`config.mk`:
```
export PLATFORM = sky130hd
export DESIGN_NAME = audio_envelope_decimator_core
export DESIGN_NICKNAME = d
export VERILOG_FILES = /design/src/hw/rtl/aed_pkg.sv /design/src/hw/rtl/aed_ram.sv /design/src/hw/rtl/aed_decoder.sv /design/src/hw/rtl/aed_divider.sv /design/src/hw/rtl/audio_envelope_decimator_core.sv
export VERILOG_INCLUDE_DIRS = /design/src /design/src/hw/rtl
export SDC_FILE = /design/constraint.sdc
export NUM_CORES = 1
export LEC_CHECK = 0
export ABC_AREA = 1
export ABC_CLOCK_PERIOD_IN_PS = 4400
export CORE_ASPECT_RATIO = 2
export CORE_MARGIN = 1
export CORE_UTILIZATION = 53
export DETAILED_ROUTE_END_ITERATION = 12
export DONT_BUFFER_PORTS = 1
export PLACE_DENSITY = 0.71
export SLEW_MARGIN = 20
export SYNTH_ARGS = -nofsm -noshare
export SYNTH_HDL_FRONTEND = slang
export SYNTH_SLANG_ARGS = --single-unit
export TNS_END_PERCENT = 5
```
`constraint.sdc`:
```
create_clock -name clk -period 4.4 [get_ports clk]
set_input_delay 0.22 -clock clk [delete_from_list [all_inputs] [get_ports clk]]
set_output_delay 0.22 -clock clk [all_outputs]
set_load 0.03 [all_outputs]
```
`src/hw/rtl/assert_macros.svh`:
```
// ---------------------------------------------------------------------------
// Assertion macros
// Shared concurrent assertion forms, clocked on clk and disabled in reset.
// ---------------------------------------------------------------------------
`ifndef ASSERT_MACROS_SVH
`define ASSERT_MACROS_SVH

// The condition holds at every clock edge outside reset.
`define AED_ASSERT_ALWAYS(label, cond, msg) \
  label: assert property (@(posedge clk) disable iff (rst) (cond)) \
    else $error(msg);

// When the antecedent holds, the consequent holds at the same edge.
`define AED_ASSERT_IMPLIES(label, ante, cons, msg) \
  label: assert property (@(posedge clk) disable iff (rst) (ante) |-> (cons)) \
    else $error(msg);

// When the antecedent holds, the consequent holds at the following edge.
`define AED_ASSERT_NEXT(label, ante, cons, msg) \
  label: assert property (@(posedge clk) disable iff (rst) (ante) |=> (cons)) \
    else $error(msg);

`endif

```
`src/hw/rtl/aed_pkg.sv`:
```
// ---------------------------------------------------------------------------
// Envelope decimator package
// Sizes, register and format codes, controller states and divider structs.
// ---------------------------------------------------------------------------
`timescale 1ns / 1ps

package aed_pkg;

  localparam int unsigned MAX_CHANNELS   = 8;
  localparam int unsigned MAX_WINDOW     = 16;
  localparam int unsigned MAX_DECIMATION = 4095;

  // +1.5 in Q.23.
  localparam int unsigned FULL_SCALE = 12582912;

  localparam int unsigned SAMPLE_W  = 25;
  localparam int unsigned MEAN_W    = 24;
  localparam int unsigned CHAN_SUM_W = SAMPLE_W + $clog2(MAX_CHANNELS);
  localparam int unsigned CHAN_CNT_W = $clog2(MAX_CHANNELS + 1);
  localparam int unsigned WIN_PTR_W  = (MAX_WINDOW > 1) ? $clog2(MAX_WINDOW) : 1;
  localparam int unsigned WIN_CNT_W  = $clog2(MAX_WINDOW + 1);
  localparam int unsigned WIN_SUM_W  = MEAN_W + $clog2(MAX_WINDOW);
  localparam int unsigned DEC_W      = $clog2(MAX_DECIMATION + 1);
  localparam int unsigned BLOCK_SUM_W =
      $clog2(64'(MAX_DECIMATION) * 64'(FULL_SCALE) + 64'd1);

  localparam int unsigned NUM_W_A   = (BLOCK_SUM_W > WIN_SUM_W) ? BLOCK_SUM_W : WIN_SUM_W;
  localparam int unsigned DIV_NUM_W = (NUM_W_A > CHAN_SUM_W) ? NUM_W_A : CHAN_SUM_W;
  localparam int unsigned DEN_W_A   = (DEC_W > CHAN_CNT_W) ? DEC_W : CHAN_CNT_W;
  localparam int unsigned DIV_DEN_W = (DEN_W_A > WIN_CNT_W) ? DEN_W_A : WIN_CNT_W;
  localparam int unsigned DIV_CNT_W = $clog2(DIV_NUM_W + 1);

  // Configuration register indexes.
  localparam int unsigned CFG_IDX_W  = 2;
  localparam int unsigned CFG_DATA_W = 12;
  localparam logic [CFG_IDX_W-1:0] REG_SAMPLE_FORMAT = 2'd0;
  localparam logic [CFG_IDX_W-1:0] REG_CHANNEL_COUNT = 2'd1;
  localparam logic [CFG_IDX_W-1:0] REG_DECIMATION    = 2'd2;
  localparam logic [CFG_IDX_W-1:0] REG_SMOOTH_WINDOW = 2'd3;

  // Sample format codes.
  localparam logic [1:0] FMT_PCM16   = 2'd0;
  localparam logic [1:0] FMT_PCM24   = 2'd1;
  localparam logic [1:0] FMT_FLOAT32 = 2'd2;

  typedef enum logic [3:0] {
    ST_IDLE,
    ST_ACCUM,
    ST_FRAME,
    ST_DIV_FRAME,
    ST_BLOCK,
    ST_DIV_MEAN,
    ST_WIN_READ,
    ST_WIN_SUB,
    ST_WIN_ADD,
    ST_SMOOTH,
    ST_DIV_SMOOTH,
    ST_EMIT
  } state_t;

  typedef struct packed {
    logic                 start;
    logic [DIV_NUM_W-1:0] num;
    logic [DIV_DEN_W-1:0] den;
  } div_req_t;

  typedef struct packed {
    logic                 done;
    logic [DIV_NUM_W-1:0] quotient;
  } div_rsp_t;

endpackage

```
`src/hw/rtl/aed_ram.sv`:
```
// ---------------------------------------------------------------------------
// Generic RAM
// One write port and one read port, read data registered.
// ---------------------------------------------------------------------------
`timescale 1ns / 1ps

module aed_ram #(
  parameter int unsigned WIDTH = 8,
  parameter int unsigned DEPTH = 16
) (
  input  logic                                          clk,
  input  logic                                          wr_en,
  input  logic [((DEPTH > 1) ? $clog2(DEPTH) : 1)-1:0]  wr_addr,
  input  logic [WIDTH-1:0]                              wr_data,
  input  logic                                          rd_en,
  input  logic [((DEPTH > 1) ? $clog2(DEPTH) : 1)-1:0]  rd_addr,
  output logic [WIDTH-1:0]                              rd_data
);

  logic [WIDTH-1:0] mem [DEPTH];

  always_ff @(posedge clk) begin
    if (wr_en) begin
      mem[wr_addr] <= wr_data;
    end
    if (rd_en) begin
      rd_data <= mem[rd_addr];
    end
  end

endmodule

```
`src/hw/rtl/aed_decoder.sv`:
```
// ---------------------------------------------------------------------------
// Sample decoder
// Turns a raw PCM16, PCM24 or float32 word into signed Q.23.
// ---------------------------------------------------------------------------
`timescale 1ns / 1ps

module aed_decoder (
  input  logic [1:0]                           sample_format,
  input  logic [31:0]                          sample_word,
  output logic signed [aed_pkg::SAMPLE_W-1:0]  decoded
);

  import aed_pkg::*;

  logic        fp_sign;
  logic [7:0]  fp_exp;
  logic [22:0] fp_man;
  logic [7:0]  fp_shift;
  logic [23:0] fp_shifted;
  logic [MEAN_W-1:0] fp_mag;
  logic [SAMPLE_W-1:0] fp_mag_ext;
  logic signed [SAMPLE_W-1:0] fp_value;

  assign fp_sign    = sample_word[31];
  assign fp_exp     = sample_word[30:23];
  assign fp_man     = sample_word[22:0];
  assign fp_shift   = 8'd127 - fp_exp;
  assign fp_shifted = {1'b1, fp_man} >> fp_shift[4:0];

  always_comb begin
    priority if (fp_exp == 8'hFF) begin
      // A NaN decodes as zero, infinity clamps.
      fp_mag = (fp_man != 23'd0) ? '0 : MEAN_W'(FULL_SCALE);
    end else if (fp_exp == 8'd0) begin
      fp_mag = '0;
    end else if (fp_exp >= 8'd128) begin
      fp_mag = MEAN_W'(FULL_SCALE);
    end else if (fp_shift >= 8'd24) begin
      fp_mag = '0;
    end else if (fp_shifted > MEAN_W'(FULL_SCALE)) begin
      fp_mag = MEAN_W'(FULL_SCALE);
    end else begin
      fp_mag = fp_shifted;
    end
  end

  assign fp_mag_ext = {1'b0, fp_mag};
  assign fp_value   = fp_sign ? -$signed(fp_mag_ext) : $signed(fp_mag_ext);

  always_comb begin
    unique case (sample_format)
      FMT_PCM16:   decoded = $signed({sample_word[15], sample_word[15:0], 8'd0});
      FMT_PCM24:   decoded = $signed({sample_word[23], sample_word[23:0]});
      FMT_FLOAT32: decoded = fp_value;
      default:     decoded = '0;
    endcase
  end

endmodule

```
`src/hw/rtl/aed_divider.sv`:
```
// ---------------------------------------------------------------------------
// Iterative divider
// Restoring unsigned division, one quotient bit per cycle, shared by all
// three divisions of the block.
// ---------------------------------------------------------------------------
`timescale 1ns / 1ps

module aed_divider (
  input  logic               clk,
  input  logic               rst,
  input  aed_pkg::div_req_t  req,
  output aed_pkg::div_rsp_t  rsp
);

  import aed_pkg::*;

  logic                 busy;
  logic                 done;
  logic [DIV_CNT_W-1:0] count;
  logic [DIV_NUM_W-1:0] quo;
  logic [DIV_NUM_W-1:0] quo_next;
  logic [DIV_DEN_W-1:0] rem;
  logic [DIV_DEN_W-1:0] rem_next;
  logic [DIV_DEN_W-1:0] den_reg;
  logic [DIV_DEN_W:0]   rem_shift;
  logic [DIV_DEN_W:0]   rem_diff;
  logic                 fits;

  assign rem_shift = {rem, quo[DIV_NUM_W-1]};
  assign rem_diff  = rem_shift - {1'b0, den_reg};
  assign fits      = (rem_shift >= {1'b0, den_reg});
  assign rem_next  = fits ? rem_diff[DIV_DEN_W-1:0] : rem_shift[DIV_DEN_W-1:0];
  assign quo_next  = {quo[DIV_NUM_W-2:0], fits};

  always_ff @(posedge clk) begin
    if (rst) begin
      busy  <= 1'b0;
      done  <= 1'b0;
      count <= '0;
    end else begin
      done <= 1'b0;
      if (req.start) begin
        busy  <= 1'b1;
        count <= DIV_CNT_W'(DIV_NUM_W);
      end else if (busy) begin
        count <= count - 1'b1;
        if (count == DIV_CNT_W'(1)) begin
          busy <= 1'b0;
          done <= 1'b1;
        end
      end
    end
  end

  // The numerator shifts out as the quotient shifts in.
  always_ff @(posedge clk) begin
    if (req.start) begin
      quo     <= req.num;
      rem     <= '0;
      den_reg <= req.den;
    end else if (busy) begin
      quo <= quo_next;
      rem <= rem_next;
    end
  end

  assign rsp.done     = done;
  assign rsp.quotient = quo;

endmodule

```
`src/hw/rtl/audio_envelope_decimator_core.sv`:
```
// ---------------------------------------------------------------------------
// Audio envelope decimator
// Samples arrive interleaved, one channel per input transfer (in_valid,
// in_stall, sample_word, restart). Each is decoded to Q.23 and summed over
// a frame; the frame magnitude is the truncated channel mean. After every
// decimation frames one result transfer (out_valid, out_stall) carries the
// block mean and a moving average over the last smooth_window block means.
// A sample that does not close a frame is only accumulated. Closing a frame
// adds the division by the channel count; closing a block adds two more
// divisions, for the block mean and the smoothed envelope, and the window
// update. All three divisions go through the one iterative divider.
// Configuration writes (cfg_valid, cfg_ready, cfg_index, cfg_data) are taken
// in any cycle outside reset; writing smooth_window empties the window.
// Reset restores the register defaults and clears all sums; the window
// memory needs no clearing pass. A result that the receiver stalls stays in
// the output register; the next sample is still taken, and the block only
// waits if a further result is ready before the first has been transferred.
// ---------------------------------------------------------------------------
`timescale 1ns / 1ps
`include "assert_macros.svh"

module audio_envelope_decimator_core (
  input  logic                            clk,
  input  logic                            rst,
  input  logic                            in_valid,
  output logic                            in_stall,
  input  logic [31:0]                     sample_word,
  input  logic                            restart,
  output logic                            out_valid,
  input  logic                            out_stall,
  output logic [aed_pkg::MEAN_W-1:0]      smoothed_envelope,
  output logic [aed_pkg::MEAN_W-1:0]      block_mean,
  input  logic                            cfg_valid,
  output logic                            cfg_ready,
  input  logic [aed_pkg::CFG_IDX_W-1:0]   cfg_index,
  input  logic [aed_pkg::CFG_DATA_W-1:0]  cfg_data
);

  import aed_pkg::*;

  state_t state;
  state_t state_next;

  logic [1:0]  sample_format;
  logic [3:0]  channel_count;
  logic [11:0] decimation;
  logic [4:0]  smooth_window;

  logic [CHAN_CNT_W-1:0] chans_eff;
  logic [DEC_W-1:0]      dec_eff;
  logic [WIN_CNT_W-1:0]  win_eff;

  logic [31:0] sample_reg;
  logic        restart_reg;
  logic signed [SAMPLE_W-1:0] decoded;

  logic signed [CHAN_SUM_W-1:0] channel_sum;
  logic [CHAN_CNT_W-1:0]        channel_index;
  logic [BLOCK_SUM_W-1:0]       block_sum;
  logic [DEC_W-1:0]             block_frames;
  logic [WIN_SUM_W-1:0]         window_sum;
  logic [WIN_PTR_W-1:0]         window_pointer;
  logic [WIN_CNT_W-1:0]         values_seen;
  logic [MEAN_W-1:0]            mean;

  logic signed [CHAN_SUM_W-1:0] base_sum;
  logic signed [CHAN_SUM_W-1:0] sum_new;
  logic [CHAN_CNT_W-1:0]        base_index;
  logic [CHAN_CNT_W-1:0]        index_new;
  logic                         frame_done;
  logic [CHAN_SUM_W-1:0]        chan_abs;
  logic                         window_full;
  logic [WIN_CNT_W-1:0]         pointer_inc;

  logic in_accept;
  logic cfg_write;
  logic out_load;
  logic ram_rd_en;
  logic ram_wr_en;
  logic [MEAN_W-1:0] ram_rd_data;

  div_req_t div_req;
  div_rsp_t div_rsp;

  // Register values outside their ranges act as the nearest legal value.
  always_comb begin
    if (channel_count == 4'd0) begin
      chans_eff = CHAN_CNT_W'(1);
    end else if (32'(channel_count) > MAX_CHANNELS) begin
      chans_eff = CHAN_CNT_W'(MAX_CHANNELS);
    end else begin
      chans_eff = CHAN_CNT_W'(channel_count);
    end
    if (decimation == 12'd0) begin
      dec_eff = DEC_W'(1);
    end else if (32'(decimation) > MAX_DECIMATION) begin
      dec_eff = DEC_W'(MAX_DECIMATION);
    end else begin
      dec_eff = DEC_W'(decimation);
    end
    if (smooth_window == 5'd0) begin
      win_eff = WIN_CNT_W'(1);
    end else if (32'(smooth_window) > MAX_WINDOW) begin
      win_eff = WIN_CNT_W'(MAX_WINDOW);
    end else begin
      win_eff = WIN_CNT_W'(smooth_window);
    end
  end

  aed_decoder u_decoder (
    .sample_format (sample_format),
    .sample_word   (sample_reg),
    .decoded       (decoded)
  );

  aed_divider u_divider (
    .clk (clk),
    .rst (rst),
    .req (div_req),
    .rsp (div_rsp)
  );

  aed_ram #(
    .WIDTH (MEAN_W),
    .DEPTH (MAX_WINDOW)
  ) u_window_ram (
    .clk     (clk),
    .wr_en   (ram_wr_en),
    .wr_addr (window_pointer),
    .wr_data (mean),
    .rd_en   (ram_rd_en),
    .rd_addr (window_pointer),
    .rd_data (ram_rd_data)
  );

  // A restart sample starts a fresh frame on empty sums.
  assign base_sum    = restart_reg ? '0 : channel_sum;
  assign base_index  = restart_reg ? '0 : channel_index;
  assign sum_new     = base_sum + {{(CHAN_SUM_W - SAMPLE_W){decoded[SAMPLE_W-1]}}, decoded};
  assign index_new   = base_index + 1'b1;
  assign frame_done  = (index_new >= chans_eff);
  assign chan_abs    = channel_sum[CHAN_SUM_W-1] ? CHAN_SUM_W'(-channel_sum)
                                                 : CHAN_SUM_W'(channel_sum);
  assign window_full = (values_seen >= win_eff);
  assign pointer_inc = WIN_CNT_W'(window_pointer) + 1'b1;

  assign in_accept = in_valid && !in_stall;
  assign cfg_write = cfg_valid && cfg_ready;

  always_comb begin
    state_next = state;
    unique case (state)
      ST_IDLE:       if (in_accept) state_next = ST_ACCUM;
      ST_ACCUM:      state_next = frame_done ? ST_FRAME : ST_IDLE;
      ST_FRAME:      state_next = ST_DIV_FRAME;
      ST_DIV_FRAME:  if (div_rsp.done) state_next = ST_BLOCK;
      ST_BLOCK:      state_next = (block_frames >= dec_eff) ? ST_DIV_MEAN : ST_IDLE;
      ST_DIV_MEAN:   if (div_rsp.done) state_next = ST_WIN_READ;
      ST_WIN_READ:   state_next = ST_WIN_SUB;
      ST_WIN_SUB:    state_next = ST_WIN_ADD;
      ST_WIN_ADD:    state_next = ST_SMOOTH;
      ST_SMOOTH:     state_next = ST_DIV_SMOOTH;
      ST_DIV_SMOOTH: if (div_rsp.done) state_next = ST_EMIT;
      ST_EMIT:       if (!out_valid || !out_stall) state_next = ST_IDLE;
      default:       state_next = ST_IDLE;
    endcase
  end

  always_comb begin
    in_stall    = rst || (state != ST_IDLE);
    cfg_ready   = !rst;
    div_req     = '0;
    ram_rd_en   = 1'b0;
    ram_wr_en   = 1'b0;
    out_load    = 1'b0;
    unique case (state)
      ST_FRAME: begin
        div_req.start = 1'b1;
        div_req.num   = DIV_NUM_W'(chan_abs);
        div_req.den   = DIV_DEN_W'(chans_eff);
      end
      ST_BLOCK: begin
        div_req.start = (block_frames >= dec_eff);
        div_req.num   = DIV_NUM_W'(block_sum);
        div_req.den   = DIV_DEN_W'(dec_eff);
      end
      ST_WIN_READ: ram_rd_en = 1'b1;
      ST_WIN_SUB:  ram_wr_en = 1'b1;
      ST_SMOOTH: begin
        div_req.start = 1'b1;
        div_req.num   = DIV_NUM_W'(window_sum);
        div_req.den   = DIV_DEN_W'(values_seen);
      end
      ST_EMIT: out_load = !out_valid || !out_stall;
      default: begin
      end
    endcase
  end

  always_ff @(posedge clk) begin
    if (in_accept) begin
      sample_reg  <= sample_word;
      restart_reg <= restart;
    end
    if (out_load) begin
      smoothed_envelope <= div_rsp.quotient[MEAN_W-1:0];
      block_mean        <= mean;
    end
    if (state == ST_DIV_MEAN && div_rsp.done) begin
      mean <= (div_rsp.quotient > DIV_NUM_W'(FULL_SCALE)) ? MEAN_W'(FULL_SCALE)
                                                         : div_rsp.quotient[MEAN_W-1:0];
    end
  end

  always_ff @(posedge clk) begin
    if (rst) begin
      state          <= ST_IDLE;
      sample_format  <= 2'd0;
      channel_count  <= 4'd2;
      decimation     <= 12'd220;
      smooth_window  <= 5'd10;
      channel_sum    <= '0;
      channel_index  <= '0;
      block_sum      <= '0;
      block_frames   <= '0;
      window_sum     <= '0;
      window_pointer <= '0;
      values_seen    <= '0;
      out_valid      <= 1'b0;
    end else begin
      state <= state_next;

      if (cfg_write) begin
        unique case (cfg_index)
          REG_SAMPLE_FORMAT: sample_format <= cfg_data[1:0];
          REG_CHANNEL_COUNT: channel_count <= cfg_data[3:0];
          REG_DECIMATION:    decimation    <= cfg_data[11:0];
          REG_SMOOTH_WINDOW: begin
            smooth_window  <= cfg_data[4:0];
            window_sum     <= '0;
            window_pointer <= '0;
            values_seen    <= '0;
          end
          default: begin
          end
        endcase
      end

      unique case (state)
        ST_ACCUM: begin
          channel_sum   <= sum_new;
          channel_index <= index_new;
          if (restart_reg) begin
            block_sum      <= '0;
            block_frames   <= '0;
            window_sum     <= '0;
            window_pointer <= '0;
            values_seen    <= '0;
          end
        end
        ST_FRAME: begin
          channel_sum   <= '0;
          channel_index <= '0;
        end
        ST_DIV_FRAME: begin
          // A frame closed early by a lowered channel count can exceed full scale.
          if (div_rsp.done) begin
            block_sum    <= block_sum + BLOCK_SUM_W'(div_rsp.quotient[CHAN_SUM_W-1:0]);
            block_frames <= block_frames + 1'b1;
          end
        end
        ST_BLOCK: begin
          if (block_frames >= dec_eff) begin
            block_sum    <= '0;
            block_frames <= '0;
          end
        end
        ST_DIV_MEAN: begin
          if (div_rsp.done && (WIN_CNT_W'(window_pointer) >= win_eff)) begin
            window_pointer <= '0;
          end
        end
        ST_WIN_SUB: begin
          // The oldest entry leaves once the window is full.
          if (window_full) begin
            window_sum <= window_sum - WIN_SUM_W'(ram_rd_data);
          end else begin
            values_seen <= values_seen + 1'b1;
          end
        end
        ST_WIN_ADD: begin
          window_sum <= window_sum + WIN_SUM_W'(mean);
          if (pointer_inc >= win_eff) begin
            window_pointer <= '0;
          end else begin
            window_pointer <= pointer_inc[WIN_PTR_W-1:0];
          end
        end
        default: begin
        end
      endcase

      if (out_load) begin
        out_valid <= 1'b1;
      end else if (!out_stall) begin
        out_valid <= 1'b0;
      end
    end
  end

  `AED_ASSERT_ALWAYS(a_seen_within_window, values_seen <= win_eff,
                     "window fill count exceeds the window length")
  `AED_ASSERT_IMPLIES(a_pointer_in_window, state == ST_IDLE,
                      WIN_CNT_W'(window_pointer) < win_eff,
                      "window pointer outside the window while idle")
  `AED_ASSERT_IMPLIES(a_div_done_when_waiting, div_rsp.done,
                      (state == ST_DIV_FRAME) || (state == ST_DIV_MEAN) ||
                      (state == ST_DIV_SMOOTH),
                      "divider finished while the controller was not waiting")

endmodule

```
# After elaboration in Yosys (flattened, before gate mapping)
# Memory sizes are Yosys's and may differ from the RTL's. A register that Yosys moved wholly into a read port is not among the register bits.
# Cells that the tools add are included.
# word_totals
regBits	318
n_memories	1
ram_bits	384
wordCells	176
# classes
muxes	67
addsub	13
reduce_logical	30
n_eq_ne	26
n_shift	1
order_cmp	12
n_bitwise	1
# mem_list
name	words	width	rd	rd_ports_with_merged_regs	write_ports	line	source
u_window_ram.mem	16	24	1	1	1	aed_ram.sv:20	logic [WIDTH-1:0] mem [DEPTH];
# ops
operator	n
two-way mux 36 bit	5
two-way mux 28 bit	6
case mux 49 bit (3 select lines)	1
two-way mux 24 bit	6
case mux 36 bit (3 select lines)	1
case mux 28 bit (3 select lines)	1
case mux 25 bit (3 select lines)	1
two-way mux 12 bit	5
case mux 28 bit (2 select lines)	1
two-way mux 4 bit	13
case mux 4 bit (12 select lines)	1
adder 36 x 28 -> 36 bit	1
> comparator 36 x 24 -> 1 bit, second input constant	1
case mux 12 bit (3 select lines)	1
two-way mux 5 bit	6
adder 28 x 24 -> 28 bit	1
adder 28 bit	1
negation 28 bit	1
subtractor 28 x 24 -> 28 bit	1
two-way mux 25 bit	1
negation 24 -> 25 bit	1
> comparator 24 bit, second input constant	1
>> shifter 24 x 5 -> 24 bit	1
nonzero test 23 bit	1
50 further kinds	91

# Depth between registers and ports, before layout
# logic_depth
depth_word	13
ltp_mapped	42

# Modules after synthesis
# A second synthesis with hierarchy kept.
# unflattened
cells_unflattened	5548
area_unflattened_um2	42839.8
# modules_own_cells
mod	seq_area_each_um2	area_per_inst_um2	cells_per_inst	n_inst
audio_envelope_decimator_core	6055.8	19138.4	2918	1
aed_ram	12251.8	17190.2	1597	1
aed_divider	1841.8	3643.5	447	1
aed_decoder	0.0	2867.8	586	1

# Least setup slack after synthesis
# No wires, ideal clock.
# synth_timing
path_kind	register to register
startpoint	register sample_reg[24]
endpoint	register channel_sum[24]
slack_ns	-0.424
n_path_buf	2
synth_period_minus_slack_ns	4.824
setup_ns	0.070
stages_incl_launch_ff	37
arrival_time_ns	4.754
cell_sequence	edfxtp_1 -> inv_2 -> buf_2 -> nand3_1 -> nand3_1 -> nand3_1 -> nand3_1 -> nand2_1 -> nor2_2 -> nand2_1 -> nor2_1 -> nand2_2 -> nand2_4 -> nand2_4 -> buf_6 -> a21oi_1 -> inv_1 -> ha_1 -> nand2_1 -> o311ai_0 -> fa_1 -> nand3_1 -> nand3_1 -> nand2_1 -> nand2_1 -> a21oi_1 -> o21ai_0 -> inv_1 -> o21a_1 -> o21ai_0 -> a21boi_0 -> o21bai_1 -> a21oi_1 -> o21ai_0 -> nand2_1 -> nand3_1 -> a21oi_1
# synth_between
elab_chain_cells	13
word_cells_on_any_way	17
classes_between	add/sub: 3; order compare: 3; eq/ne: 1; shift: 1; mux: 8; reduce/logical: 1
# synth_lines
item	line	source
start: declaration	audio_envelope_decimator_core.sv:53	logic [31:0] sample_reg;
start signal: assignment	audio_envelope_decimator_core.sv:202	sample_reg <= sample_word;
subtractor 7 x 8 -> 8 bit	aed_decoder.sv:27	assign fp_shift = 8'd127 - fp_exp;
>> shifter 24 x 5 -> 24 bit	aed_decoder.sv:28	assign fp_shifted = {1'b1, fp_man} >> fp_shift[4:0];
> comparator 24 bit	aed_decoder.sv:40	end else if (fp_shifted > MEAN_W'(FULL_SCALE)) begin
two-way mux 24 bit	aed_decoder.sv:40	
two-way mux 24 bit	aed_decoder.sv:38	end else if (fp_shift >= 8'd24) begin
two-way mux 24 bit	aed_decoder.sv:36	end else if (fp_exp >= 8'd128) begin
two-way mux 24 bit	aed_decoder.sv:34	end else if (fp_exp == 8'd0) begin
two-way mux 24 bit *	aed_decoder.sv:31	priority if (fp_exp == 8'hFF) begin
negation 24 -> 25 bit	aed_decoder.sv:48	assign fp_value = fp_sign ? -$signed(fp_mag_ext) : $signed(fp_mag_ext);
two-way mux 25 bit *	aed_decoder.sv:48	
case mux 25 bit (3 select lines) *	aed_decoder.sv:51	unique case (sample_format)
adder 28 bit *	audio_envelope_decimator_core.sv:139	assign sum_new = base_sum + {{(CHAN_SUM_W - SAMPLE_W){decoded[SAMPLE_W-1]}}, decoded};
case mux 28 bit (2 select lines) *	audio_envelope_decimator_core.sv:249	unique case (state)
end signal: assignment	audio_envelope_decimator_core.sv:251	channel_sum <= sum_new;
end: declaration	audio_envelope_decimator_core.sv:57	logic signed [CHAN_SUM_W-1:0] channel_sum;
# Every way passes the cells marked *; elsewhere a longest branch is shown, timed or not.
# A chain may end at the register's enable or synchronous reset.

# Final worst setup path
# layout_timing
startpoint	register sample_reg[23]
endpoint	register channel_sum[25]
# layout_between
elab_chain_cells	13
word_cells_on_any_way	17
classes_between	add/sub: 3; order compare: 3; eq/ne: 1; shift: 1; mux: 8; reduce/logical: 1
# layout_lines
item	line
subtractor 7 x 8 -> 8 bit	aed_decoder.sv:27
>> shifter 24 x 5 -> 24 bit	aed_decoder.sv:28
> comparator 24 bit	aed_decoder.sv:40
two-way mux 24 bit	aed_decoder.sv:40
two-way mux 24 bit	aed_decoder.sv:38
two-way mux 24 bit	aed_decoder.sv:36
two-way mux 24 bit	aed_decoder.sv:34
two-way mux 24 bit	aed_decoder.sv:31
negation 24 -> 25 bit	aed_decoder.sv:48
two-way mux 25 bit	aed_decoder.sv:48
case mux 25 bit (3 select lines) *	aed_decoder.sv:51
adder 28 bit *	audio_envelope_decimator_core.sv:139
case mux 28 bit (2 select lines) *	audio_envelope_decimator_core.sv:249
# Marks and branches as above.

==> out/qor.log <==
qor: logic_synthesis.synth_ff_type edfxtp_1
qor: logic_synthesis.synth-edff-count 561
qor: floorplan.die_h 379.0 um
qor: grt.wire_length_of_the_first_global_routing_pass 179.4 mm
qor: drt.drtPass1Iterations 5
qor: status.failed_checks negative setup slack
qor: worst_setup_path.endpoint_kind flop
qor: sta.fin_tns_setup -5104 ps
qor: sta.final_critical_delay_including_setup_and_external_delays 4935 ps
qor: cells_and_area.top_register u_window_ram.mem
qor: clock_network.numCtsBuffers 67
qor: cells_and_area.synthToLayoutAreaGrowth 17.94%
qor: logic_synthesis.syn-num-nets 4,412
qor: cells_and_area.number_of_nets_in_the_final_layout 4,693
qor: worst_setup_path.cp.arrival 5520 ps
qor: place.portBuffers 0
qor: logic_synthesis.avgSynthCellArea 8.969 um2
qor: power_and_ir_drop.cell_internal_pwr 13.13 mW
qor: worst_hold_path.hp-class input port to flop
qor: worst_setup_path.startpoint_type flop
qor: sta.final_max_slew_viol_count 0
qor: drt.drt-vias-per-instance 5.959
qor: cells_and_area.most-common-layout-cells nand2_1, edfxtp_1, nor2_1
qor: worst_setup_path.cpMaxStageDelayCell ha_1
qor: run.maxCapViolations 0
qor: grt.grt_total_ovfl 0
qor: drt.detail_route.drc_violations 0
qor: power_and_ir_drop.powerDensity 454.1 mW/mm2
qor: grt.grt_start_max_net_pins 193
qor: clock_network.worst_skew_pair.late_latency 660 ps
qor: sta.grt_setup_unrepaired true
qor: cells_and_area.diodes 0
qor: worst_setup_path.timing.setup.critical_path_class flop to flop
qor: logic_synthesis.yosys_warnings 0
qor: floorplan.design.portCount 103
qor: power_and_ir_drop.power_frac_clock 0.294
qor: power_and_ir_drop.report.power.total 20.17 mW
qor: cells_and_area.largest_registers u_window_ram.mem x384, block_sum x36, u_divider.quo x36
qor: sta.maxClockFrequency 0.2026 GHz
qor: logic_synthesis.asyncSetResetFlopFracSynth 0
qor: place.routabilityCongestion 1.052
qor: grt.number_of_global_route_vias_before_repair 32,000
qor: cells_and_area.layout_commonest_cell nand2_1
qor: sta.setup_viol 17
qor: status.outcome finished, violations left
qor: worst_setup_path.data_required_time_at_the_worst_endpoint 4990 ps
qor: clock_network.cts.clk_slew.worst_paths 70 ps
qor: clock_network.clockBufferDepth 3
qor: clock_network.clkSinkCount 726
qor: floorplan.design.core.area 0.06994 mm2
qor: drt.wire_per_inst 22.27 um
qor: logic_synthesis.mapped_cells 4,199
qor: grt.global_route.usage.met1 0.3065
qor: grt.top_usage_layer met2
qor: sta.layout_worst_path_cycle_share 1.122
qor: floorplan.dieArea 0.07219 mm2
qor: drt.route.antenna.remaining_nets 0
qor: drt.dr_total_vias 32,410
qor: drt.detail_route.iter0.violations 2,388
qor: power_and_ir_drop.power.leakage 16.87 nW
qor: sta.hold_violations 0
qor: floorplan.core.rowCount 137
qor: power_and_ir_drop.peakVddDrop 0.3916 mV
qor: logic_synthesis.synth-seq-cells 726
qor: sta.worst_slew_margin_rel 0.1889
qor: sta.worst_slew_pin_slew 1214 ps
qor: cells_and_area.largest_reg_flops 384
qor: grt.grt.met2_usage 0.6093
qor: worst_setup_path.maximum_fanout_encountered_on_the_critical_timing_path 12
qor: worst_setup_path.rrSetupSlack -530 ps
qor: sta.layout_setup_ws -534.6 ps
qor: floorplan.initial_core_util 0.5385
qor: logic_synthesis.synth_top_cell_by_area edfxtp_1
qor: logic_synthesis.synth_sequential_area_ratio 0.5350
qor: cells_and_area.fraction_of_layout_cells_with_a_size_suffix_above_1 0.1367
qor: power_and_ir_drop.power.combinational.fraction 0.293
qor: power_and_ir_drop.sequentialPowerShare 0.413
qor: logic_synthesis.synthTopCellsByArea edfxtp_1, dfxtp_1, nand2_1, o21ai_0, ha_1
qor: worst_setup_path.crit_buf_inv 8
qor: clock_network.clock_tree_from_tritoncts done
qor: sta.clock_skew 21.11 ps
qor: power_and_ir_drop.power_switching_share 0.3492
qor: grt.number_of_antenna_violations_at_the_first_check_in_global_routing 1
qor: power_and_ir_drop.switching_power 7.042 mW
qor: clock_network.cts-root-buf clkbuf_16
qor: cells_and_area.final_util 0.6351
qor: sta.fin_hold_ws 52.08 ps
qor: place.place.detailed.hpwl 84.62 mm
qor: logic_synthesis.post_synth_instance_area 0.03766 mm2
qor: logic_synthesis.yosys_top_cell_area_share 0.4473
qor: logic_synthesis.synth_cell_types 57
qor: grt.globalRouteTotalUtil 0.3369
qor: clock_network.cts_max_level 3
qor: drt.postRouteWirelength 121.1 mm
qor: floorplan.chipWidth 190.5 um
qor: worst_setup_path.cp_common_cell nand2_1
qor: grt.grtUsageMet3 0.06611
qor: worst_setup_path.max_stage_delay 390 ps
qor: worst_setup_path.critPathTopFamily compound AO/OA/AOI/OAI gates
power by group through the flow:
stage	Combinational (mW)	Sequential, mW	Clock, mW
after floorplan	3.75	8.27	0
after CTS	5.73	8.32	5.99
after detailed placement	5.50	8.46	0
final	5.90	8.33	5.94
after global routing	6.45	8.37	6.22
after global placement	5.42	8.45	0
kinds of logic (layout without fill, tap and decap cells):
family / Yosys count / count (layout) / synth area share
buffers and inverters: 575 / 911 / 0.05924
flip-flops: 726 / 726 / 0.5350
XOR/XNOR: 65 / 65 / 0.01512
AND/OR/NAND/NOR: 1640 / 1640 / 0.1823
adder cells (fa/ha/maj): 161 / 161 / 0.05449
AO/OA/AOI/OAI: 1032 / 1032 / 0.1539
worst paths after layout:
path / startpoint / end / cells past startpoint
worst max-delay path: sample_reg[23] / channel_sum[25] / 36
worst min-delay path: rst / sample_format[1] / 5
worst max register to register: sample_reg[23] / channel_sum[25] / 36
worst min register to register: block_sum[13] / block_sum[13] / 2
cell usage after synthesis (all sizes together), types with 49 or more instances:
cell and number:
a21oi 319, ha 156, edfxtp 561, nor3 50, nand4 49, nand2 721, nor2 520, dfxtp 165
nand3 258, inv 392, clkbuf 142, o22ai 108, o21ai 435
layer usage:
layer / vias to the layer above / part of all wire / wire [um]
li1: 15230 / - / -
met1: 15270 / 0.31 / 37170
met2: 1332 / 0.52 / 62400
met3: 575 / 0.066 / 8042
met4: 0 / 0.11 / 13490
met5: - / 0 / 0
cell type report:
class / instances / area (um2)
clock inverters: 42 / 386.6
clock buffers: 82 / 1815
multi-input cells: 2898 / 16110
inverters: 397 / 1505
repair buffers: 390 / 3316
fillers: 5771 / 25520
flip-flops and latches: 726 / 20150
well taps: 903 / 1130
per-stage QoR:
step / std cells / setup WS, ps / instance area (um2)
after floorplan: 4199 / -121.7 / 37700
final: 5438 / -534.6 / 44420
after CTS: 5432 / -473.3 / 44090
after detailed placement: 5200 / -809.2 / 40450
after global placement: 5200 / -772.5 / 40450
after global routing: 5438 / -785.7 / 44420
worst reg2reg max path, delay by kind of cell (launching register included):
kind	cells	cell delay (ps)
fa+ha+maj	1	390
buf+inv	8	1100
simple gates	15	1260
compound gates	12	1750
flops	1	380
repair_timing:
item | CTS | global route
gates cloned | 1 | 0
pin swaps | 49 | 40
hold buffers | 90 | 1
setup endpoints to repair | 19 | 34
resized for setup | 97 | 68
hold endpoints to repair | 118 | 1
buffers inserted | 17 | 5
Power figures use the tool's default switching activity.
